[src/rtl/core/napt_translation_table_top_assert.svh]
// Assertion helpers for the RTL; napt_back includes them.
// Both macros expect clk and rst_n to be in scope at the point of use.
`ifndef NAPT_TRANSLATION_TABLE_TOP_ASSERT_SVH
`define NAPT_TRANSLATION_TABLE_TOP_ASSERT_SVH

// Same-cycle implication, checked outside reset
`define NAPT_ASSERT(label, ante, cons, msg) \
    label: assert property (@(posedge clk) disable iff (!rst_n) (ante) |-> (cons)) \
        else $error(msg);

// Next-cycle implication, checked outside reset
`define NAPT_ASSERT_NEXT(label, ante, cons, msg) \
    label: assert property (@(posedge clk) disable iff (!rst_n) (ante) |=> (cons)) \
        else $error(msg);

`endif

[src/rtl/core/napt_pkg.sv]
package napt_pkg;

    // Field widths
    localparam int ADDR_W    = 32;
    localparam int PORT_W    = 16;
    localparam int TTL_W     = 8;
    localparam int PROTO_W   = 8;
    localparam int ACT_W     = 3;
    localparam int CFG_IDX_W = 1;

    // Opcodes and protocol numbers
    localparam logic OP_LOAD   = 1'b0;
    localparam logic OP_PACKET = 1'b1;
    localparam logic [PROTO_W-1:0] PROTO_TCP = 8'd6;
    localparam logic [PROTO_W-1:0] PROTO_UDP = 8'd17;

    // Configuration register indexes
    localparam logic [CFG_IDX_W-1:0] CFG_WAN_ADDRESS        = 1'b0;
    localparam logic [CFG_IDX_W-1:0] CFG_ROUTER_LAN_ADDRESS = 1'b1;

    // Command queue between front and back
    localparam int QUEUE_DEPTH = 2;
    localparam int QPTR_W      = (QUEUE_DEPTH > 1) ? $clog2(QUEUE_DEPTH) : 1;
    localparam int QCNT_W      = $clog2(QUEUE_DEPTH + 1);

    typedef enum logic [ACT_W-1:0] {
        ACT_PASS   = 3'd0,
        ACT_OUT    = 3'd1,
        ACT_IN     = 3'd2,
        ACT_TTL    = 3'd3,
        ACT_DROP   = 3'd4,
        ACT_LOADED = 3'd5,
        ACT_FULL   = 3'd6
    } action_t;

    typedef enum logic [1:0] {
        CMD_LOAD,
        CMD_TTL,
        CMD_PASS,
        CMD_LOOKUP
    } cmd_kind_t;

    // Classified item; a load carries its entry in src / sport / dport
    typedef struct packed {
        cmd_kind_t           kind;
        logic [TTL_W-1:0]    ttl;
        logic [ADDR_W-1:0]   src;
        logic [ADDR_W-1:0]   dst;
        logic [PORT_W-1:0]   sport;
        logic [PORT_W-1:0]   dport;
        logic                dst_is_wan;
        logic                lan_side;
    } cmd_t;

    typedef struct packed {
        logic [ADDR_W-1:0] lan_addr;
        logic [PORT_W-1:0] priv_port;
        logic [PORT_W-1:0] pub_port;
    } entry_t;

    typedef struct packed {
        action_t           action;
        logic [ADDR_W-1:0] src;
        logic [ADDR_W-1:0] dst;
        logic [PORT_W-1:0] sport;
        logic [PORT_W-1:0] dport;
        logic [TTL_W-1:0]  ttl;
        logic              added;
    } result_t;

    typedef enum logic [1:0] {
        ST_IDLE,
        ST_WALK,
        ST_EMIT
    } back_state_t;

    // Classful network number of an IPv4 address
    function automatic logic [ADDR_W-1:0] class_net(input logic [ADDR_W-1:0] a);
        logic [ADDR_W-1:0] net;
        if (a[31] == 1'b0)
            net = {24'd0, a[31:24]};
        else if (a[31:30] == 2'b10)
            net = {16'd0, a[31:16]};
        else if (a[31:29] == 3'b110)
            net = {8'd0, a[31:8]};
        else
            net = a;
        return net;
    endfunction

endpackage

[src/rtl/core/napt_if.sv]
// Request channel: one load or packet header per transfer
interface napt_req_if;
    logic                         valid;
    logic                         ready;
    logic                         opcode;
    logic [napt_pkg::PROTO_W-1:0] protocol;
    logic [napt_pkg::TTL_W-1:0]   ttl_in;
    logic [napt_pkg::ADDR_W-1:0]  source_address;
    logic [napt_pkg::ADDR_W-1:0]  dest_address;
    logic [napt_pkg::PORT_W-1:0]  source_port;
    logic [napt_pkg::PORT_W-1:0]  dest_port;
    logic [napt_pkg::ADDR_W-1:0]  load_lan_address;
    logic [napt_pkg::PORT_W-1:0]  load_lan_port;
    logic [napt_pkg::PORT_W-1:0]  load_wan_port;

    modport source (
        output valid, opcode, protocol, ttl_in, source_address, dest_address,
               source_port, dest_port, load_lan_address, load_lan_port, load_wan_port,
        input  ready
    );
    modport sink (
        input  valid, opcode, protocol, ttl_in, source_address, dest_address,
               source_port, dest_port, load_lan_address, load_lan_port, load_wan_port,
        output ready
    );
endinterface

// Response channel: one result per request
interface napt_rsp_if;
    logic                        valid;
    logic                        ready;
    logic [napt_pkg::ACT_W-1:0]  action;
    logic [napt_pkg::ADDR_W-1:0] out_source_address;
    logic [napt_pkg::ADDR_W-1:0] out_dest_address;
    logic [napt_pkg::PORT_W-1:0] out_source_port;
    logic [napt_pkg::PORT_W-1:0] out_dest_port;
    logic [napt_pkg::TTL_W-1:0]  ttl_out;
    logic                        dynamic_added;

    modport source (
        output valid, action, out_source_address, out_dest_address,
               out_source_port, out_dest_port, ttl_out, dynamic_added,
        input  ready
    );
    modport sink (
        input  valid, action, out_source_address, out_dest_address,
               out_source_port, out_dest_port, ttl_out, dynamic_added,
        output ready
    );
endinterface

// Configuration write channel
interface napt_cfg_if;
    logic                           valid;
    logic                           ready;
    logic [napt_pkg::CFG_IDX_W-1:0] index;
    logic [napt_pkg::ADDR_W-1:0]    data;

    modport source (output valid, index, data, input ready);
    modport sink   (input valid, index, data, output ready);
endinterface

[src/rtl/core/napt_ram.sv]
module napt_ram #(
    parameter int WIDTH = 64,
    parameter int DEPTH = 32
) (
    input  logic                 clk,
    input  logic                 we,
    input  logic [((DEPTH > 1) ? $clog2(DEPTH) : 1)-1:0] waddr,
    input  logic [WIDTH-1:0]     wdata,
    input  logic [((DEPTH > 1) ? $clog2(DEPTH) : 1)-1:0] raddr,
    output logic [WIDTH-1:0]     rdata
);

    logic [WIDTH-1:0] mem_reg [DEPTH];
    logic [WIDTH-1:0] rdata_reg;

    // One write port, one registered read port
    always_ff @(posedge clk)
    begin
        if (we)
        begin
            mem_reg[waddr] <= wdata;
        end
        rdata_reg <= mem_reg[raddr];
    end

    assign rdata = rdata_reg;

endmodule

[src/rtl/core/napt_front.sv]
module napt_front (
    napt_req_if.sink                    req,
    input  logic [napt_pkg::ADDR_W-1:0] wan_address,
    input  logic [napt_pkg::ADDR_W-1:0] router_lan_address,
    input  logic                        queue_full,
    output logic                        push,
    output napt_pkg::cmd_t              cmd
);
    import napt_pkg::*;

    logic ttl_ok;
    logic tcp_udp;
    logic cross_net;

    // Take a request whenever the queue has a free slot
    assign req.ready = !queue_full;
    assign push      = req.valid && !queue_full;

    assign ttl_ok    = req.ttl_in > TTL_W'(1);
    assign tcp_udp   = (req.protocol == PROTO_TCP) || (req.protocol == PROTO_UDP);
    assign cross_net = class_net(req.source_address) != class_net(req.dest_address);

    // Classify and pack the command
    always_comb
    begin
        cmd            = '0;
        cmd.ttl        = req.ttl_in - TTL_W'(1);
        cmd.dst        = req.dest_address;
        cmd.dst_is_wan = req.dest_address == wan_address;
        cmd.lan_side   = class_net(req.source_address) == class_net(router_lan_address);
        if (req.opcode == OP_LOAD)
        begin
            cmd.kind  = CMD_LOAD;
            cmd.src   = req.load_lan_address;
            cmd.sport = req.load_lan_port;
            cmd.dport = req.load_wan_port;
        end
        else
        begin
            cmd.src   = req.source_address;
            cmd.sport = req.source_port;
            cmd.dport = req.dest_port;
            if (!ttl_ok)
                cmd.kind = CMD_TTL;
            else if (tcp_udp && cross_net)
                cmd.kind = CMD_LOOKUP;
            else
                cmd.kind = CMD_PASS;
        end
    end

endmodule

[src/rtl/core/napt_queue.sv]
module napt_queue (
    input  logic           clk,
    input  logic           rst_n,
    input  logic           push,
    input  napt_pkg::cmd_t push_cmd,
    output logic           full,
    input  logic           pop,
    output logic           head_valid,
    output napt_pkg::cmd_t head_cmd
);
    import napt_pkg::*;

    cmd_t              slot_reg [QUEUE_DEPTH];
    logic [QPTR_W-1:0] wr_ptr_reg, wr_ptr_next;
    logic [QPTR_W-1:0] rd_ptr_reg, rd_ptr_next;
    logic [QCNT_W-1:0] fill_reg, fill_next;
    logic              do_push;
    logic              do_pop;

    assign full       = fill_reg == QCNT_W'(QUEUE_DEPTH);
    assign head_valid = fill_reg != '0;
    assign head_cmd   = slot_reg[rd_ptr_reg];
    assign do_push    = push && !full;
    assign do_pop     = pop && head_valid;

    // Pointer and fill bookkeeping
    always_comb
    begin
        wr_ptr_next = wr_ptr_reg;
        rd_ptr_next = rd_ptr_reg;
        fill_next   = fill_reg;
        if (do_push)
            wr_ptr_next = (wr_ptr_reg == QPTR_W'(QUEUE_DEPTH - 1)) ? '0
                                                                   : wr_ptr_reg + 1'b1;
        if (do_pop)
            rd_ptr_next = (rd_ptr_reg == QPTR_W'(QUEUE_DEPTH - 1)) ? '0
                                                                   : rd_ptr_reg + 1'b1;
        if (do_push && !do_pop)
            fill_next = fill_reg + 1'b1;
        else if (do_pop && !do_push)
            fill_next = fill_reg - 1'b1;
    end

    always_ff @(posedge clk or negedge rst_n)
    begin
        if (!rst_n)
        begin
            wr_ptr_reg <= '0;
            rd_ptr_reg <= '0;
            fill_reg   <= '0;
        end
        else
        begin
            wr_ptr_reg <= wr_ptr_next;
            rd_ptr_reg <= rd_ptr_next;
            fill_reg   <= fill_next;
        end
    end

    // Slot storage
    always_ff @(posedge clk)
    begin
        if (do_push)
        begin
            slot_reg[wr_ptr_reg] <= push_cmd;
        end
    end

endmodule

[src/rtl/core/napt_back.sv]
`include "napt_translation_table_top_assert.svh"

module napt_back #(
    parameter int TABLE_DEPTH       = 32,
    parameter int DYNAMIC_PORT_BASE = 49152
) (
    input  logic                        clk,
    input  logic                        rst_n,
    input  logic [napt_pkg::ADDR_W-1:0] wan_address,
    input  logic                        cmd_valid,
    input  napt_pkg::cmd_t              cmd_in,
    output logic                        cmd_pop,
    napt_rsp_if.source                  rsp
);
    import napt_pkg::*;

    localparam int CNT_W = $clog2(TABLE_DEPTH + 1);
    localparam int IDX_W = (TABLE_DEPTH > 1) ? $clog2(TABLE_DEPTH) : 1;

    back_state_t       state_reg, state_next;
    cmd_t              cmd_reg;
    logic [CNT_W-1:0]  count_reg, count_next;
    logic [CNT_W-1:0]  dyn_reg, dyn_next;
    logic [CNT_W-1:0]  rd_idx_reg, rd_idx_next;
    logic              rd_pend_reg, rd_pend_next;
    logic              known_reg, known_next;
    logic              hit_reg, hit_next;
    logic              hit_in_reg, hit_in_next;
    entry_t            hit_entry_reg, hit_entry_next;
    logic              res_valid_reg, res_valid_next;
    result_t           res_reg;
    result_t           res_val;

    logic              room;
    logic              walk_issue;
    logic              walk_done;
    logic              slot_free;
    logic              emit;
    logic              load_ok;
    logic              ins;
    logic [PORT_W-1:0] new_wport;
    logic              ram_we;
    entry_t            ram_wdata;
    entry_t            ram_rdata;
    logic              src_m;
    logic              port_m;
    logic              in_m;

    // Entry table
    napt_ram #(
        .WIDTH ($bits(entry_t)),
        .DEPTH (TABLE_DEPTH)
    ) u_ram (
        .clk   (clk),
        .we    (ram_we),
        .waddr (count_reg[IDX_W-1:0]),
        .wdata (ram_wdata),
        .raddr (rd_idx_reg[IDX_W-1:0]),
        .rdata (ram_rdata)
    );

    // Status terms
    assign room       = count_reg < CNT_W'(TABLE_DEPTH);
    assign walk_issue = (state_reg == ST_WALK) && (rd_idx_reg < count_reg);
    assign walk_done  = (state_reg == ST_WALK) && !walk_issue && !rd_pend_reg;
    assign slot_free  = !res_valid_reg || rsp.ready;
    assign load_ok    = (cmd_reg.kind == CMD_LOAD) && room;
    assign ins        = (cmd_reg.kind == CMD_LOOKUP) && !known_reg && cmd_reg.lan_side && room;
    assign new_wport  = PORT_W'(DYNAMIC_PORT_BASE) + PORT_W'(dyn_reg);

    // Entry compare on the word coming back from the table
    assign src_m  = ram_rdata.lan_addr == cmd_reg.src;
    assign port_m = ram_rdata.priv_port == cmd_reg.sport;
    assign in_m   = cmd_reg.dst_is_wan && (ram_rdata.pub_port == cmd_reg.dport);

    // Next state
    always_comb
    begin
        state_next = state_reg;
        unique case (state_reg)
            ST_IDLE:
            begin
                if (cmd_valid)
                    state_next = (cmd_in.kind == CMD_LOOKUP) ? ST_WALK : ST_EMIT;
            end
            ST_WALK:
            begin
                if (walk_done)
                    state_next = ST_EMIT;
            end
            ST_EMIT:
            begin
                if (slot_free)
                    state_next = ST_IDLE;
            end
            default: state_next = ST_IDLE;
        endcase
    end

    // State outputs
    always_comb
    begin
        cmd_pop = 1'b0;
        emit    = 1'b0;
        unique case (state_reg)
            ST_IDLE: cmd_pop = cmd_valid;
            ST_WALK: ;
            ST_EMIT: emit = slot_free;
            default: ;
        endcase
    end

    // Table write for a load or a dynamic insert
    assign ram_we              = emit && (load_ok || ins);
    assign ram_wdata.lan_addr  = cmd_reg.src;
    assign ram_wdata.priv_port = cmd_reg.sport;
    assign ram_wdata.pub_port  = load_ok ? cmd_reg.dport : new_wport;

    // Walk bookkeeping: first hit wins, exact match tracked over all entries
    always_comb
    begin
        rd_idx_next    = rd_idx_reg;
        rd_pend_next   = walk_issue;
        known_next     = known_reg;
        hit_next       = hit_reg;
        hit_in_next    = hit_in_reg;
        hit_entry_next = hit_entry_reg;
        if (cmd_pop)
        begin
            rd_idx_next = '0;
            known_next  = 1'b0;
            hit_next    = 1'b0;
        end
        else
        begin
            if (walk_issue)
                rd_idx_next = rd_idx_reg + 1'b1;
            if (rd_pend_reg)
            begin
                if (src_m && port_m)
                    known_next = 1'b1;
                if (!hit_reg)
                begin
                    if (src_m && port_m)
                    begin
                        hit_next       = 1'b1;
                        hit_in_next    = 1'b0;
                        hit_entry_next = ram_rdata;
                    end
                    else if (!src_m && in_m)
                    begin
                        hit_next       = 1'b1;
                        hit_in_next    = 1'b1;
                        hit_entry_next = ram_rdata;
                    end
                end
            end
        end
    end

    // Result of the current command
    always_comb
    begin
        res_val = '0;
        case (cmd_reg.kind)
            CMD_LOAD:
            begin
                res_val.action = room ? ACT_LOADED : ACT_FULL;
            end
            CMD_TTL:
            begin
                res_val.action = ACT_TTL;
            end
            CMD_PASS:
            begin
                res_val.action = ACT_PASS;
                res_val.src    = cmd_reg.src;
                res_val.dst    = cmd_reg.dst;
                res_val.sport  = cmd_reg.sport;
                res_val.dport  = cmd_reg.dport;
                res_val.ttl    = cmd_reg.ttl;
            end
            CMD_LOOKUP:
            begin
                res_val.action = ACT_DROP;
                res_val.src    = cmd_reg.src;
                res_val.dst    = cmd_reg.dst;
                res_val.sport  = cmd_reg.sport;
                res_val.dport  = cmd_reg.dport;
                res_val.ttl    = cmd_reg.ttl;
                res_val.added  = ins;
                if (hit_reg && hit_in_reg)
                begin
                    res_val.action = ACT_IN;
                    res_val.dst    = hit_entry_reg.lan_addr;
                    res_val.dport  = hit_entry_reg.priv_port;
                end
                else if (hit_reg)
                begin
                    res_val.action = ACT_OUT;
                    res_val.src    = wan_address;
                    res_val.sport  = hit_entry_reg.pub_port;
                end
                else if (ins)
                begin
                    // New entry is the first match of the walk
                    res_val.action = ACT_OUT;
                    res_val.src    = wan_address;
                    res_val.sport  = new_wport;
                end
            end
            default: res_val = '0;
        endcase
    end

    // Counters and output slot
    always_comb
    begin
        count_next     = count_reg;
        dyn_next       = dyn_reg;
        res_valid_next = res_valid_reg;
        if (ram_we)
            count_next = count_reg + 1'b1;
        if (emit && ins)
            dyn_next = dyn_reg + 1'b1;
        if (emit)
            res_valid_next = 1'b1;
        else if (rsp.ready)
            res_valid_next = 1'b0;
    end

    always_ff @(posedge clk or negedge rst_n)
    begin
        if (!rst_n)
        begin
            state_reg     <= ST_IDLE;
            count_reg     <= '0;
            dyn_reg       <= '0;
            rd_idx_reg    <= '0;
            rd_pend_reg   <= 1'b0;
            known_reg     <= 1'b0;
            hit_reg       <= 1'b0;
            res_valid_reg <= 1'b0;
        end
        else
        begin
            state_reg     <= state_next;
            count_reg     <= count_next;
            dyn_reg       <= dyn_next;
            rd_idx_reg    <= rd_idx_next;
            rd_pend_reg   <= rd_pend_next;
            known_reg     <= known_next;
            hit_reg       <= hit_next;
            res_valid_reg <= res_valid_next;
        end
    end

    // Payload registers
    always_ff @(posedge clk)
    begin
        if (cmd_pop)
            cmd_reg <= cmd_in;
        hit_in_reg    <= hit_in_next;
        hit_entry_reg <= hit_entry_next;
        if (emit)
            res_reg <= res_val;
    end

    assign rsp.valid              = res_valid_reg;
    assign rsp.action             = res_reg.action;
    assign rsp.out_source_address = res_reg.src;
    assign rsp.out_dest_address   = res_reg.dst;
    assign rsp.out_source_port    = res_reg.sport;
    assign rsp.out_dest_port      = res_reg.dport;
    assign rsp.ttl_out            = res_reg.ttl;
    assign rsp.dynamic_added      = res_reg.added;

    `NAPT_ASSERT(count_bound_a, 1'b1, count_reg <= CNT_W'(TABLE_DEPTH), "table overfilled")
    `NAPT_ASSERT(dyn_bound_a, 1'b1, dyn_reg <= count_reg, "more dynamic entries than entries")
    `NAPT_ASSERT(walk_idx_a, state_reg == ST_WALK, rd_idx_reg <= count_reg, "walk past table end")
    `NAPT_ASSERT_NEXT(insert_count_a, ram_we, count_reg == $past(count_reg) + 1'b1, "write without count step")
    `NAPT_ASSERT_NEXT(emit_slot_a, emit, res_valid_reg && (state_reg == ST_IDLE), "emitted result lost")

endmodule

[src/rtl/core/napt_translation_table_top.sv]
// NAPT translation table.
// req carries one item per transfer: a static entry load (opcode 0) or a
// packet header (opcode 1). rsp returns exactly one result per request, in
// order. cfg writes wan_address (index 0) and router_lan_address (index 1);
// it is always ready. The user must write cfg only while the block is idle;
// the block itself does not enforce this. The front classifies each request
// (load, TTL drop, pass, table lookup) into a two-entry command queue; the
// back executes commands one at a time. Loads, TTL drops and passes are popped
// in the idle state and answered in the emit state; a lookup walks the table in
// between, issuing one table read per entry to a RAM with registered read and
// taking in the last read word before the emit state.
// Reset empties the queue and the result slot and sets both entry counters to
// zero; table contents need no clearing. When rsp stalls, the result stays in
// its output register, the back finishes one more command and waits, and req
// keeps taking transfers until the queue is full.
module napt_translation_table_top #(
    parameter int TABLE_DEPTH       = 32,
    parameter int DYNAMIC_PORT_BASE = 49152
) (
    input  logic       clk,
    input  logic       rst_n,
    napt_req_if.sink   req,
    napt_rsp_if.source rsp,
    napt_cfg_if.sink   cfg
);
    import napt_pkg::*;

    logic [ADDR_W-1:0] wan_reg;
    logic [ADDR_W-1:0] lan_reg;
    logic              push;
    cmd_t              push_cmd;
    logic              queue_full;
    logic              head_valid;
    cmd_t              head_cmd;
    logic              pop;

    // Configuration registers
    assign cfg.ready = 1'b1;

    always_ff @(posedge clk or negedge rst_n)
    begin
        if (!rst_n)
        begin
            wan_reg <= '0;
            lan_reg <= '0;
        end
        else if (cfg.valid)
        begin
            unique case (cfg.index)
                CFG_WAN_ADDRESS:        wan_reg <= cfg.data;
                CFG_ROUTER_LAN_ADDRESS: lan_reg <= cfg.data;
                default: ;
            endcase
        end
    end

    napt_front u_front (
        .req                (req),
        .wan_address        (wan_reg),
        .router_lan_address (lan_reg),
        .queue_full         (queue_full),
        .push               (push),
        .cmd                (push_cmd)
    );

    napt_queue u_queue (
        .clk        (clk),
        .rst_n      (rst_n),
        .push       (push),
        .push_cmd   (push_cmd),
        .full       (queue_full),
        .pop        (pop),
        .head_valid (head_valid),
        .head_cmd   (head_cmd)
    );

    napt_back #(
        .TABLE_DEPTH       (TABLE_DEPTH),
        .DYNAMIC_PORT_BASE (DYNAMIC_PORT_BASE)
    ) u_back (
        .clk         (clk),
        .rst_n       (rst_n),
        .wan_address (wan_reg),
        .cmd_valid   (head_valid),
        .cmd_in      (head_cmd),
        .cmd_pop     (pop),
        .rsp         (rsp)
    );

endmodule

[src/flat_wrapper.sv]
// flat-port wrapper written by rule: the top's interface ports become plain ports
module napt_translation_table_top_flat import napt_pkg::*;
#(
    parameter int TABLE_DEPTH       = 32,
    parameter int DYNAMIC_PORT_BASE = 49152
)
  (clk, rst_n, req_valid, req_opcode, req_protocol, req_ttl_in, req_source_address, req_dest_address, req_source_port, req_dest_port, req_load_lan_address, req_load_lan_port, req_load_wan_port, req_ready, rsp_valid, rsp_action, rsp_out_source_address, rsp_out_dest_address, rsp_out_source_port, rsp_out_dest_port, rsp_ttl_out, rsp_dynamic_added, rsp_ready, cfg_valid, cfg_index, cfg_data, cfg_ready);
  napt_req_if req_i ();
  napt_rsp_if rsp_i ();
  napt_cfg_if cfg_i ();
  input  logic clk;
  input  logic rst_n;
  input wire logic [$bits(req_i.valid)-1:0] req_valid;
  input wire logic [$bits(req_i.opcode)-1:0] req_opcode;
  input wire logic [$bits(req_i.protocol)-1:0] req_protocol;
  input wire logic [$bits(req_i.ttl_in)-1:0] req_ttl_in;
  input wire logic [$bits(req_i.source_address)-1:0] req_source_address;
  input wire logic [$bits(req_i.dest_address)-1:0] req_dest_address;
  input wire logic [$bits(req_i.source_port)-1:0] req_source_port;
  input wire logic [$bits(req_i.dest_port)-1:0] req_dest_port;
  input wire logic [$bits(req_i.load_lan_address)-1:0] req_load_lan_address;
  input wire logic [$bits(req_i.load_lan_port)-1:0] req_load_lan_port;
  input wire logic [$bits(req_i.load_wan_port)-1:0] req_load_wan_port;
  output wire logic [$bits(req_i.ready)-1:0] req_ready;
  output wire logic [$bits(rsp_i.valid)-1:0] rsp_valid;
  output wire logic [$bits(rsp_i.action)-1:0] rsp_action;
  output wire logic [$bits(rsp_i.out_source_address)-1:0] rsp_out_source_address;
  output wire logic [$bits(rsp_i.out_dest_address)-1:0] rsp_out_dest_address;
  output wire logic [$bits(rsp_i.out_source_port)-1:0] rsp_out_source_port;
  output wire logic [$bits(rsp_i.out_dest_port)-1:0] rsp_out_dest_port;
  output wire logic [$bits(rsp_i.ttl_out)-1:0] rsp_ttl_out;
  output wire logic [$bits(rsp_i.dynamic_added)-1:0] rsp_dynamic_added;
  input wire logic [$bits(rsp_i.ready)-1:0] rsp_ready;
  input wire logic [$bits(cfg_i.valid)-1:0] cfg_valid;
  input wire logic [$bits(cfg_i.index)-1:0] cfg_index;
  input wire logic [$bits(cfg_i.data)-1:0] cfg_data;
  output wire logic [$bits(cfg_i.ready)-1:0] cfg_ready;
  assign req_i.valid = req_valid;
  assign req_i.opcode = req_opcode;
  assign req_i.protocol = req_protocol;
  assign req_i.ttl_in = req_ttl_in;
  assign req_i.source_address = req_source_address;
  assign req_i.dest_address = req_dest_address;
  assign req_i.source_port = req_source_port;
  assign req_i.dest_port = req_dest_port;
  assign req_i.load_lan_address = req_load_lan_address;
  assign req_i.load_lan_port = req_load_lan_port;
  assign req_i.load_wan_port = req_load_wan_port;
  assign req_ready = req_i.ready;
  assign rsp_valid = rsp_i.valid;
  assign rsp_action = rsp_i.action;
  assign rsp_out_source_address = rsp_i.out_source_address;
  assign rsp_out_dest_address = rsp_i.out_dest_address;
  assign rsp_out_source_port = rsp_i.out_source_port;
  assign rsp_out_dest_port = rsp_i.out_dest_port;
  assign rsp_ttl_out = rsp_i.ttl_out;
  assign rsp_dynamic_added = rsp_i.dynamic_added;
  assign rsp_i.ready = rsp_ready;
  assign cfg_i.valid = cfg_valid;
  assign cfg_i.index = cfg_index;
  assign cfg_i.data = cfg_data;
  assign cfg_ready = cfg_i.ready;
  napt_translation_table_top #(.TABLE_DEPTH(TABLE_DEPTH), .DYNAMIC_PORT_BASE(DYNAMIC_PORT_BASE)) u_core (.clk(clk), .rst_n(rst_n), .req(req_i), .rsp(rsp_i), .cfg(cfg_i));
endmodule
[config.mk]
export PLATFORM = sky130hd
export DESIGN_NAME = napt_translation_table_top_flat
export DESIGN_NICKNAME = d
export VERILOG_FILES = /design/src/rtl/core/napt_pkg.sv /design/src/rtl/core/napt_if.sv /design/src/rtl/core/napt_ram.sv /design/src/rtl/core/napt_front.sv /design/src/rtl/core/napt_queue.sv /design/src/rtl/core/napt_back.sv /design/src/rtl/core/napt_translation_table_top.sv /design/src/flat_wrapper.sv
export VERILOG_INCLUDE_DIRS = /design/src /design/src/rtl/core
export SDC_FILE = /design/constraint.sdc
export NUM_CORES = 2
export LEC_CHECK = 0
export BUFFER_PORTS_ARGS = -buffer_cell sky130_fd_sc_hd__buf_2
export CELL_PAD_IN_SITES_DETAIL_PLACEMENT = 0
export CELL_PAD_IN_SITES_GLOBAL_PLACEMENT = 1
export CORE_MARGIN = 4
export CORE_UTILIZATION = 40
export CTS_CLUSTER_DIAMETER = 120
export DETAILED_ROUTE_END_ITERATION = 8
export GPL_TIMING_DRIVEN = 0
export PLACE_DENSITY = 0.71
export SLEW_MARGIN = 20
export SYNTH_ARGS = -nofsm -noshare
export SYNTH_HDL_FRONTEND = slang
export SYNTH_HIERARCHICAL = 1
export SYNTH_SLANG_ARGS = --single-unit
export TNS_END_PERCENT = 50
[constraint.sdc]
create_clock -name clk -period 9.1 [get_ports clk]
set_input_delay 0.91 -clock clk [delete_from_list [all_inputs] [get_ports clk]]
set_output_delay 0.91 -clock clk [all_outputs]
set_load 0.02 [all_outputs]
* Word level (Yosys, flattened, before mapping)
Memories as Yosys holds them, arrays and structs flattened. A register that Yosys moved wholly into a read port is not among the register bits.
Cells that the tools add are included.
** Storage, ports and cells
- Output and inout bits :: 111
- Memories :: 2
- RAM bits :: 2264
- Bits in registers :: 373
** Cells by class
- Add/subtract/negate cells :: 9
- Bitwise logic cells :: 3
- Magnitude comparators :: 3
- Muxes and demuxes :: 57
- Equal/unequal tests :: 24
- Reduce and logical (&&, ||, !) cells :: 44
** Memory list
- u_core.u_back.u_ram.mem_reg :: words 32, width 64, read ports 1, clocked after memory_dff 1, write ports 1, RTL line napt_ram.sv:13 : logic [WIDTH-1:0] mem_reg [DEPTH];
- u_core.u_queue.slot_reg :: words 2, width 108, read ports 1, clocked after memory_dff 0, write ports 1, RTL line napt_queue.sv:13 : cmd_t slot_reg [QUEUE_DEPTH];
** Operators with widths (number)
- $mux 32 :: 13
- $pmux 104 s2 :: 1
- $mux 64 :: 2
- $eq 32x32->1 :: 3
- $mux 16 :: 5
- $mux 35 :: 2
- $eq 16x16->1 :: 2
- $ne 32x32->1 :: 1
- $mux 1 :: 20
- $logic_and 1x1->1 :: 19
- $add 6x1->6 const B :: 3
- $mux 2 :: 9
- $add 15x7->16 const A :: 1
- $eq 2x2->1 const B :: 8
- $reduce_bool 2->1 :: 7
- $mux 6 :: 2
- $pmux 3 s4 :: 1
- $eq 3x3->1 const B :: 3
- $eq 8x3->1 const B :: 1
- $eq 8x5->1 const B :: 1
- $gt 8x1->1 const B :: 1
- $logic_not 1->1 :: 8
- $sub 8x1->8 const B :: 1
- $lt 6x6->1 :: 1
- 14 further kinds :: 25

* Depth between registers and ports, before layout
- Depth after elaboration :: 9
- Mapped depth :: 10
- Mapped depth without buffers :: 9

* By module
Netlist, hierarchy kept.
** Modules (own cells, without submodules)
- napt_ram :: instances 1, area each 78968.2 um^2, cells an instance 3097
- napt_back :: instances 1, area each 11758.8 um^2, cells an instance 665
- napt_queue :: instances 1, area each 8016.4 um^2, cells an instance 355
- napt_front :: instances 1, area each 4121.5 um^2, cells an instance 569
- napt_translation_table_top :: instances 1, area each 2437.3 um^2, cells an instance 139

* Least setup slack after synthesis
No wires, ideal clock.
- Kind :: input port to flip-flop
- Start :: input rsp_ready
- End :: memory u_core.u_back.u_ram.mem_reg[12][0] (enable)
- Library setup time :: 487 ps
- Required time :: 8613 ps
- Buffers on the path :: 2
- Slack :: -832 ps
- Arrival :: 9445 ps
- Cell stages on the path :: 7
- Path through :: nor2b_1 -> nor2_1 -> o21a_1 -> buf_2 -> or3b_2 -> clkbuf_1 -> nor2_1
** Between the ends
- Word-level cells in the longest chain between the ends :: 5
** RTL lines
- from (decl) :: RTL line flat_wrapper.sv:33 : input wire logic [$bits(rsp_i.ready)-1:0] rsp_ready;
- $logic_or 1x1->1 :: RTL line napt_back.sv:66 : assign slot_free = !res_valid_reg || rsp.ready;
- $mux 1 :: RTL line napt_back.sv:105 : unique case (state_reg)
- via u_core.u_back.emit :: RTL line napt_back.sv:38 : logic emit;
- $logic_and 1x1->1 :: RTL line napt_back.sv:114 : assign ram_we = emit && (load_ok || ins);
- via u_core.u_back.ram_we :: RTL line napt_back.sv:42 : logic ram_we;
- $mux 1 :: RTL line napt_ram.sv:19 : if (we)
- $mux 1 (implied by the code) :: RTL line napt_ram.sv:21 : mem_reg[waddr] <= wdata;
- to (decl) :: RTL line napt_ram.sv:13
The timed path passes the listed nets, and every way through them passes these cells.

* Worst setup path after layout
- Start :: register u_core.u_back.count_reg[5]
- End :: memory u_core.u_back.u_ram.mem_reg[15][11] (enable)
** Between the ends
- Word-level cells in the longest chain between the ends :: 6
- Elaborated cells between the ends (all ways) :: 7
- Those cells by class :: 1 x order compare; 2 x mux; 4 x reduce/logical
** RTL lines
- from (decl) :: RTL line napt_back.sv:22 : logic [CNT_W-1:0] count_reg, count_next;
- from (signal assigned) :: RTL line napt_back.sv:248 : count_reg <= count_next;
- $lt 6x6->1 (*) :: RTL line napt_back.sv:63 : assign room = count_reg < CNT_W'(TABLE_DEPTH);
- $logic_and 1x1->1, on equally long branches :: RTL line napt_back.sv:67, napt_back.sv:68
- $logic_or 1x1->1 (*) :: RTL line napt_back.sv:114
- $logic_and 1x1->1 (*) :: RTL line napt_back.sv:114
- via u_core.u_back.ram_we :: RTL line napt_back.sv:42
- $mux 1 (*) :: RTL line napt_ram.sv:19
- $mux 1 (implied by the code) (*) :: RTL line napt_ram.sv:21
The timed path passes the listed nets; every way through them passes the cells marked *.

==> results.cfg <==
[run_status]
status = finished clean

[power_and_ir_drop]
p_leak_nw = 41.0
comb_power_share_pct = 19.1
power_density_nw_per_um2 = 275
internal_power_mw = 24.7
p_clk_share_pct = 32.2
sw_frac_of_total_pct = 28.4
switching_power_mw = 9.79
fin_total_pwr_mw = 34.5
pwr-share-seq_pct = 48.7
ir_drop_v = 0.000239

[timing]
final.period_utilization_pct = 51.7
worstMarginPinSlew_ps = 1250
relSlewSlack_pct = 16.7
period_minus_slack_ps = 4700
max_freq_mhz = 213
tns_ps = 0
clock_skew_ps = 66.6
hold_violations = 0
slew_viol_final = 0
finalWorstSetupSlack_ps = 4400
rsz0062_at_grt = false
setup_viol = 0

[floorplanning]
die_area_um2 = 272000
chipWidth_um = 521
ios = 326
core_um2 = 262000
row_count = 188
initial_core_util_pct = 40.1
die_h_um = 521

[setup_path]
crit_type = flip-flop to flip-flop
worstPathRequired_ps = 9710
worstReg2RegStart = u_core/u_back/count_reg[5]
critical_path.startpoint_type = flip-flop
r2r_slack_ps = 4400
max_stage_delay_ps = 870
cp_max_fo = 14
worstSetupEndpointType = flip-flop
slowest_stage = nor2_4
arrival_ps = 5310
path_cells = or3b_1, buf_6, nor2_1, o21a_1, buf_2, nand3_1, nor2_4, buf_16, buf_16, buf_16, buf_16
cpMostUsedCell = buf_16
critPathLaunch = u_core/u_back/count_reg[5]

[placed_design]
dp_hpwl_um = 229000
placement.io_buffers = 314
post-place-ws_ps = 4360
globalplace.congestion = 0.904

[min_path]
hold_start = req_dest_address[29]
hp-class = input pin to flip-flop

[synth]
syn_nets = 5051
synth_largest_area_cell = edfxtp_1
ys_top_cells_by_area = edfxtp_1 (73%), mux4_2 (13%), mux2_2 (3.3%)
avgSynthCellArea_um2 = 21.8
synth_area_um2 = 105000
synth_warnings = 6
syn_inst = 4825
synth_top_area_share_pct = 72.6
synth_seq_cells = 2701
synthDistinctLibCells = 83
synth_edf_count = 2545
async_flop_share_pct = 3.41
ys.flop_type = edfxtp_1
yosysSeqAreaShare_pct = 76.0

[finish]
largest_register_ffs = 2048
fin_nets = 5878
area_growth_pct = 19.0
drive_gt1_share_pct = 35.6

[clock_tree]
cts_sinks = 2701
cts_root_buf = clkbuf_16
h-tree-depth = 5
clk_path_buf_depth = 4
clkLatencyLatePin_ps = 950
numCtsBuffers = 284
cts_tree = yes
clk_pin_slew_ps = 60

[route]
wirelength_um = 325000
vias = 55500
routed_via_density = 5.92
first_pass_iters = 6
routedWlPerCell_um = 34.7
drtAntennaViolNets = 0
drt_iter0_markers = 7886
drc = 0

[global_route]
antenna_found_initial = 22
grt_max_degree = 66
grt_pass1_vias = 54600
grt_first_pass_wirelength_um = 444000
grt_usage_pct = 23.6
grt-ovfl-total = 0

[run]
maxCapViolations = 0
## cell usage in the layout (no fill, tap or decap), types with 17 or more instances in the layout
master,instances
inv_1,29
clkinv_1,43
edfxtp_1,2545
o21ai_0,49
nor4_1,23
buf_16,92
mux4_2,602
nand2_1,41
a211oi_1,20
buf_2,401
clkbuf_1,140
a22o_1,92
mux2_4,18
nor2_4,34
buf_4,57
dfxtp_1,64
xor2_1,80
nor2b_1,17
xnor2_1,77
mux2i_1,98
bufinv_16,22
nand4_1,27
mux2_2,307
buf_12,89
clkinv_2,44
nor2_1,60
clkbuf_2,18
and2_1,24
dfrtp_1,92
buf_8,44
a21oi_1,57
clkbuf_16,286
## repair_timing
item / CTS / global route
resized for setup: 0 / 0
setup buffers: 0 / 0
hold endpoints to repair: 27 / 0
hold buffers: 1 / 0
## logic make-up (layout without fill, tap and decap cells)
logic type | Yosys count | count (layout) | synth area share, %
compound gates | 316 | 316 | 2.14
xor+xnor | 157 | 157 | 1.31
fa+ha+maj | 11 | 11 | 0.131
buf+inv | 306 | 1328 | 1.50
flops | 2701 | 2701 | 76.0
mux | 1026 | 1026 | 17.4
other cells | 1 | 3 | 0.00356
simple gates | 307 | 307 | 1.59
## layout make-up
cell class	count	area [um2]
tap	3515	4400
inverter	31	124
sequential	2701	80000
clock buffer	352	7480
buffer	275	1490
antenna	2	5.00
multi-input combinational	1818	24000
timing repair buffer	541	6560
fill	21100	137000
clock inverter	129	1220
## Yosys cell counts (17+ instances only)
cell      number
buf_1         21
inv_1         30
edfxtp_1    2545
clkbuf_1     100
o21ai_0       50
mux4_2       602
nand2_1       41
nor2b_1       17
a22o_1        92
xor2_1        80
dfrtp_1       92
mux2_4        18
mux2_2       307
nor2_1        96
xnor2_1       77
mux2i_1       98
buf_4         56
buf_2         83
a21oi_1       58
nand4_1       27
a211oi_1      21
nor4_1        24
dfxtp_1       64
and2_1        25
## power by group through the flow
stage | clock network (mW) | logic, mW | registers, mW
final | 11.1 | 6.59 | 16.8
after global routing | 11.8 | 6.88 | 16.8
after CTS | 11.2 | 6.24 | 17.0
after detailed placement | 0 | 6.22 | 17.3
after global placement | 0 | 5.08 | 18.0
after floorplan | 0 | 2.94 | 17.1
## final timing paths
kind	cells after the start	to
max	11	u_core/u_back/u_ram/mem_reg[15][11]
min	1	u_core/u_queue/slot_reg[0][63]
max reg2reg	11	u_core/u_back/u_ram/mem_reg[15][11]
min reg2reg	0	u_core/u_back/hit_entry_reg[36]
max in group asynchronous	3	u_core/wan_reg[8]
min in group asynchronous	2	u_core/u_queue/wr_ptr_reg
## metrics by stage
step / util (%) / hold slack [ps] / std cells / instance area, um2
after floorplan: - / 428 / 4825 / 105000
after global placement: 42.4 / 439 / 8654 / 111000
after detailed placement: 44.4 / 439 / 8865 / 116000
after CTS: 47.7 / 108 / 9347 / 125000
after global routing: 47.8 / 133 / 9363 / 125000
final: 47.8 / 166 / 9364 / 125000
## layer usage
layer / share of wire [%] / vias to the layer above / GRT usage (%)
li1: - / 21800 / -
met1: 37 / 29700 / 31.0
met2: 48 / 3306 / 37.6
met3: 9.0 / 669 / 4.41
met4: 6.0 / 10 / 12.2
met5: 0.018 / - / 0
## critical path, delay by kind of cell, from the launching register on
family                 cells  cell delay [ps]
DFF                        1              440
AOI/OAI and AO/OA          1              220
buffers and inverters      6             1160
and+or+nand+nor            4             2490
Power figures use the tool's default switching activity.
